## config.mk

```make
export PLATFORM = sky130hd
export DESIGN_NAME = e2q_cell
export DESIGN_NICKNAME = d
export VERILOG_FILES = /design/src/hdl/e2q_pkg.sv /design/src/hdl/e2q_cell.sv
export SDC_FILE = /design/constraint.sdc
export NUM_CORES = 1
export LEC_CHECK = 0
export ABC_AREA = 1
export BUFFER_PORTS_ARGS = -buffer_cell sky130_fd_sc_hd__buf_2
export CAP_MARGIN = 20
export CORE_ASPECT_RATIO = 0.6
export CORE_MARGIN = 2
export CORE_UTILIZATION = 40
export DETAILED_ROUTE_END_ITERATION = 10
export REMOVE_ABC_BUFFERS = 1
export SYNTH_ARGS = -nofsm -noshare
export SYNTH_HDL_FRONTEND = slang
export SYNTH_SLANG_ARGS = --single-unit
```

## constraint.sdc

```tcl
create_clock -name clk -period 4.45 [get_ports clk]
set_clock_uncertainty 0.1 [all_clocks]
set_input_delay 1.335 -clock clk [delete_from_list [all_inputs] [get_ports clk]]
set_output_delay 1.335 -clock clk [all_outputs]
set_load 0.03 [all_outputs]
```

## src/hdl/e2q_pkg.sv

```systemverilog
package e2q_pkg;

	localparam int MaxStages     = 24;
	localparam int DpFrac        = 30;
	localparam int AngW          = 17;
	localparam int QuatW         = 16;
	localparam int DpW           = 34;
	localparam int ZW            = 30;
	localparam int ProdW         = 2 * DpW;
	localparam int CordicStages  = 16;
	localparam int OutFracBits   = 15;

	localparam logic signed [DpW-1:0] CordicGain = 34'sd652032874;
	localparam logic signed [ZW-1:0]  Deg90      = 30'sd94371840;
	localparam logic signed [ZW-1:0]  Deg180     = 30'sd188743680;
	localparam logic signed [ZW-1:0]  Deg360     = 30'sd377487360;

	typedef logic signed [ZW-1:0] atan_tab_t [MaxStages];
	localparam atan_tab_t AtanTab = '{
		30'sd47185920, 30'sd27855475, 30'sd14718068, 30'sd7471121, 30'sd3750058,
		30'sd1876857, 30'sd938658, 30'sd469357, 30'sd234682, 30'sd117342,
		30'sd58671, 30'sd29335, 30'sd14668, 30'sd7334, 30'sd3667, 30'sd1833,
		30'sd917, 30'sd458, 30'sd229, 30'sd115, 30'sd57, 30'sd29, 30'sd14, 30'sd7
	};

	// one lane of a cordic cell: cos, sin, residual angle and fold flag
	typedef struct packed {
		logic signed [DpW-1:0] x;
		logic signed [DpW-1:0] y;
		logic signed [ZW-1:0]  z;
		logic                  neg;
	} lane_t;

	function automatic logic signed [DpW-1:0] mulr(logic signed [DpW-1:0] a,
			logic signed [DpW-1:0] b);
		logic signed [ProdW-1:0] p;
		p = ProdW'(a) * ProdW'(b) + (ProdW'(1) <<< (DpFrac - 1));
		return DpW'(p >>> DpFrac);
	endfunction

endpackage

```

## src/hdl/e2q_cell.sv

```systemverilog
module e2q_cell import e2q_pkg::*; #(
	parameter int Idx = 0
) (
	input  logic  clk,
	input  logic  en,
	input  lane_t lane_in  [3],
	output lane_t lane_out [3]
);

	lane_t nxt [3];

	always_comb begin
		for (int k = 0; k < 3; k++) begin
			nxt[k].neg = lane_in[k].neg;
			if (!lane_in[k].z[ZW-1]) begin
				nxt[k].x = lane_in[k].x - (lane_in[k].y >>> Idx);
				nxt[k].y = lane_in[k].y + (lane_in[k].x >>> Idx);
				nxt[k].z = lane_in[k].z - AtanTab[Idx];
			end else begin
				nxt[k].x = lane_in[k].x + (lane_in[k].y >>> Idx);
				nxt[k].y = lane_in[k].y - (lane_in[k].x >>> Idx);
				nxt[k].z = lane_in[k].z + AtanTab[Idx];
			end
		end
	end

	always_ff @(posedge clk) begin
		if (en) begin
			lane_out <= nxt;
		end
	end

endmodule

```

**Yosys cells after proc, flatten, opt, wreduce, memory -nomap -nowiden**

Cells that the tools add are included.
W data, S select, Z words.

- Register bits after elaboration: 297
- Latch bits: 0
- Memories: 0
- ROM bits: 0
- Word-level logic and storage cells: 30
- Output and inout port bits: 297
- Input bits: 299
- Bits in writable memories: 0

- Eq/ne operators: 0
- Reduce and logical (&&, ||, !) cells: 0
- Shift-type cells: 0
- $mul: 0
- Order comparisons: 0
- Divide/modulo/power cells: 0
- $add $sub $neg: 15
- Mux-type cells: 3
- Bitwise gates (word level): 0

Operators with widths:

| kind | number |
|---|---|
| $mux W98 | 3 |
| $sub A34 B34 Y34 | 6 |
| $add A34 B34 Y34 | 3 |
| $add A30 B27 Y30 const B | 3 |
| $sub A30 B27 Y30 const B | 3 |

**Logic depth before layout (Yosys ltp)**

- Depth after elaboration: 2
- Gate-level depth with buffers: 18
- Gate-level depth less buffers: 17

**Least setup slack after synthesis**

No wires, ideal clock.

- Kind: input to register
- Start point: input port lane_in[129] (netlist name)
- End point: register lane_out[129] (netlist name) (data pin)
- Path buffers: 3
- Library setup time: 0.256 ns
- Stages on the path: 11
- Slack: 0.840 ns
- Data arrival time: 3.253 ns
- Data required time: 4.094 ns
- Path through: clkbuf_1 > clkinv_1 > clkbuf_1 > buf_2 > ha_1 > nand2_1 > o21ai_0 > a21oi_1 > o21ai_0 > a21o_1 > a21oi_1

RTL lines:

| item | RTL line | source |
|---|---|---|
| from (decl) | e2q_cell.sv:6 | `input lane_t lane_in [3],` |
| to (signal assigned) | e2q_cell.sv:29 | `lane_out <= nxt;` |
| to (decl) | e2q_cell.sv:7 | `output lane_t lane_out [3]` |

==> summary.txt <==
Worst setup path
  – Slowest stage cell, crit path: ha_1
  – Worst path buffer plus inverter count: 3
  – CP endpoint: lane_out[64]
  – Worst path arrival time: 3.83 ns
  – Top cell by count, worst path: nand2_1
  – Setup crit start: lane_in[61]
  – Crit Path Category: in -> reg
  – Worst-path fanout max: 11
  – Critical path's largest stage delay: 0.58 ns
  – CP Cell Sequence: buf_2 -> inv_1 -> ha_1 -> nand2_2 -> nor2_1 -> nand3_1 -> nor2_2 -> inv_1 -> nor3_2 -> nor2_1 -> nand2_1 -> nand2_1 -> nand3_1 -> nand2_1
  – Worst setup EP type: flop
  – Crit-path leading delay family: simple AND/OR/NAND/NOR gates
  – Crit. path cell count: 14
  – Crit path launch type: input pin
  – Critical Path RT: 4.74 ns

GRT
  – Grt met3 use: 6.87%
  – Largest net degree at the start of global routing: 71
  – M1 GR Usage: 51.0%
  – GRT Util Overall: 32.0%
  – Antenna violations before repair: 14
  – First-pass GRT wire length: 194000 um
  – Vias in the first global route: 30355
  – Total grt overflow: 0
  – Gr busiest metal: met1
  – Met2 usage: 43.1%

Logic synthesis
  – Compound-Gate Fraction of Synth Area: 15.0%
  – Gate Count Post-Synth: 4587
  – Mux cell area share after synthesis: 0.192%
  – Largest family of logic cells by synthesized area: simple AND/OR/NAND/NOR gates
  – Top cells by count, synth: nand2_1, inv_1, nand3_1
  – Synth Area in Simple Gates: 29.9%
  – Synth top area share: 28.3%
  – Synth Area per Inst: 6.81 sq um
  – Post-Synth Adder-Cell Area: 13.6%
  – Top FF cell, synth: edfxtp_1
  – EDFF count, synth: 294
  – FFs w/ async S/R, synth: 0%
  – Synth Warn #: 0
  – Post-synth cell types: 47
  – Synth top area cells: edfxtp_1, nand2_1, ha_1
  – Mapped cell area: 0.0312 sq mm
  – Sequential cell area fraction in the yosys report: 28.3%
  – Synth Area in XOR/XNOR: 2.78%
  – Top-count cell post-synth: nand2_1
  – Largest area contributor in the netlist: edfxtp_1
  – FF+latch count, synth: 294

Detailed routing
  – Routed WL: 133000 um
  – Via count: 33853
  – Vias per cell: 5.44
  – Drt wl/cell: 21.4 um
  – Initial DRC Count: 4233
  – Routed Antenna Nets: 0
  – TritonRoute pass-1 iters: 6
  – # DRC: 0

CTS
  – Root buf cell: clkbuf_16
  – Worst-path clk slew: 0.07 ns
  – Post-cts sizing count: 0
  – CTS Hold Buffers Added: 0
  – H-tree lvl count: 1
  – CTS buffer count: 31
  – CTS tree: yes
  – Postcts setup bufs: 0
  – Clk sink count: 294
  – Clock buffer depth: 3

Hold path
  – Type of the tightest min-delay check: in -> reg
  – Hold Path Depth: 1

Power and ir drop
  – Register share of total power: 32.5%
  – Clk pwr share: 23.8%
  – Switching share of power: 43.6%
  – Comb power frac: 43.7%
  – P_int: 6.35 mW
  – VDD IR max: 0.290 mV
  – Sw Pwr: 4.92 mW
  – Cell Pwr Density: 310 mW/mm^2
  – Leak Pwr: 18.3 nW

Floorplanning
  – # IOs: 596
  – Die area: 0.0804 sq mm
  – Die width: 365 um
  – Die height: 220 um
  – Core Region: 0.0774 sq mm
  – Rows: 79
  – Initial core utilization: 40.4%

Placement
  – Placed instance count: 6162
  – Port-buffer cells: 595
  – RePlAce Congestion: 1.06
  – Dpl hpwl: 114000 um

Timing
  – Final Hold Vio Count: 0
  – Tmin final: 3.54 ns
  – Slew headroom: 35.2%
  – Slew Limit Fails: 0
  – Fmax: 0.283 GHz
  – Unrepaired setup endpoints after global routing: false
  – Period utilisation layout: 79.5%
  – Slew @ Worst Pin: 0.973 ns
  – Setup Viol. Count Final: 0
  – Post-Route Setup TNS: 0 ns

Finish
  – Largest register FFs: 294
  – Core Util, Final: 46.9%
  – Synthesis-to-layout area growth: 16.2%
  – Layout cells sized above 1: 15.6%
  – Post-route insts no fill: 6226
  – Fillers: 8236
  – Largest regs: lane_out (294)
  – Most flops, register: lane_out
  – Layout Nets: 5774

Outcome
  – Status: finished clean

Job
  – Max_cap viols: 0
## logic make-up (layout without fill, tap and decap cells)
logic type	after synthesis	count (layout)
and+or+nand+nor	2215	2215
AOI/OAI and AO/OA	861	861
buffers and inverters	779	1358
adders and majority gates	333	333
DFF	294	294
xor gates and xnor gates	99	99
muxes	6	6
other	0	7
## layer usage
metal | wire, um | part of all wire (%)
met3 | 14400 | 11
met5 | 23 | 0.017
met2 | 50500 | 38
met1 | 65400 | 49
met4 | 2940 | 2.2
## worst min path at each step
stage | startpoint | end
after CTS | lane_in[215] | lane_out[215]
final | lane_in[8] | lane_out[8]
after global placement | lane_in[16] | lane_out[16]
after detailed placement | lane_in[113] | lane_out[113]
after global routing | lane_in[19] | lane_out[19]
after floorplan | lane_in[0] | lane_out[0]
## stage by stage
stage	worst slack (ns)	power [mW]	area [sq um]	hold slack [ns]
finish	0.911	11.3	36300	0.771
global route	0.826	11.9	36300	0.734
CTS	1.11	11.2	36300	0.721
detailed placement	0.428	8.51	35300	1.41
global placement	0.448	8.51	35300	1.41
floorplan	0.216	6.68	30500	1.33
## area by class of cell
type                       count  area (sq um)  share of cell area (%)
multi-input combinational   3514         19200                    53.0
sequential                   294          8830                    24.3
timing repair buffer         651          3450                    9.50
inverter                     650          2440                    6.72
tap                         1053          1320                    3.63
clock buffer                  35           791                    2.18
clock inverter                22           225                   0.621
antenna                        7          17.5                  0.0483
## power groups by stage
stage / logic [mW] / registers, mW / clock network, mW
6_report: 4.93 / 3.66 / 2.68
5_1_grt: 5.31 / 3.69 / 2.87
4_1_cts: 4.81 / 3.67 / 2.76
3_5_place_dp: 4.79 / 3.72 / 0
3_3_place_gp: 4.79 / 3.72 / 0
2_1_floorplan: 2.26 / 4.42 / 0
## placed cells by master, fill, tap and decap left out, types with 91 or more instances in the layout
master,count
xor2_1,91
nand2_1,1187
ha_1,321
o21ai_0,250
edfxtp_1,294
nor2_1,418
a21oi_1,416
nand3_1,441
buf_2,594
inv_1,628
No activity file was read; power rests on OpenSTA's default activity.
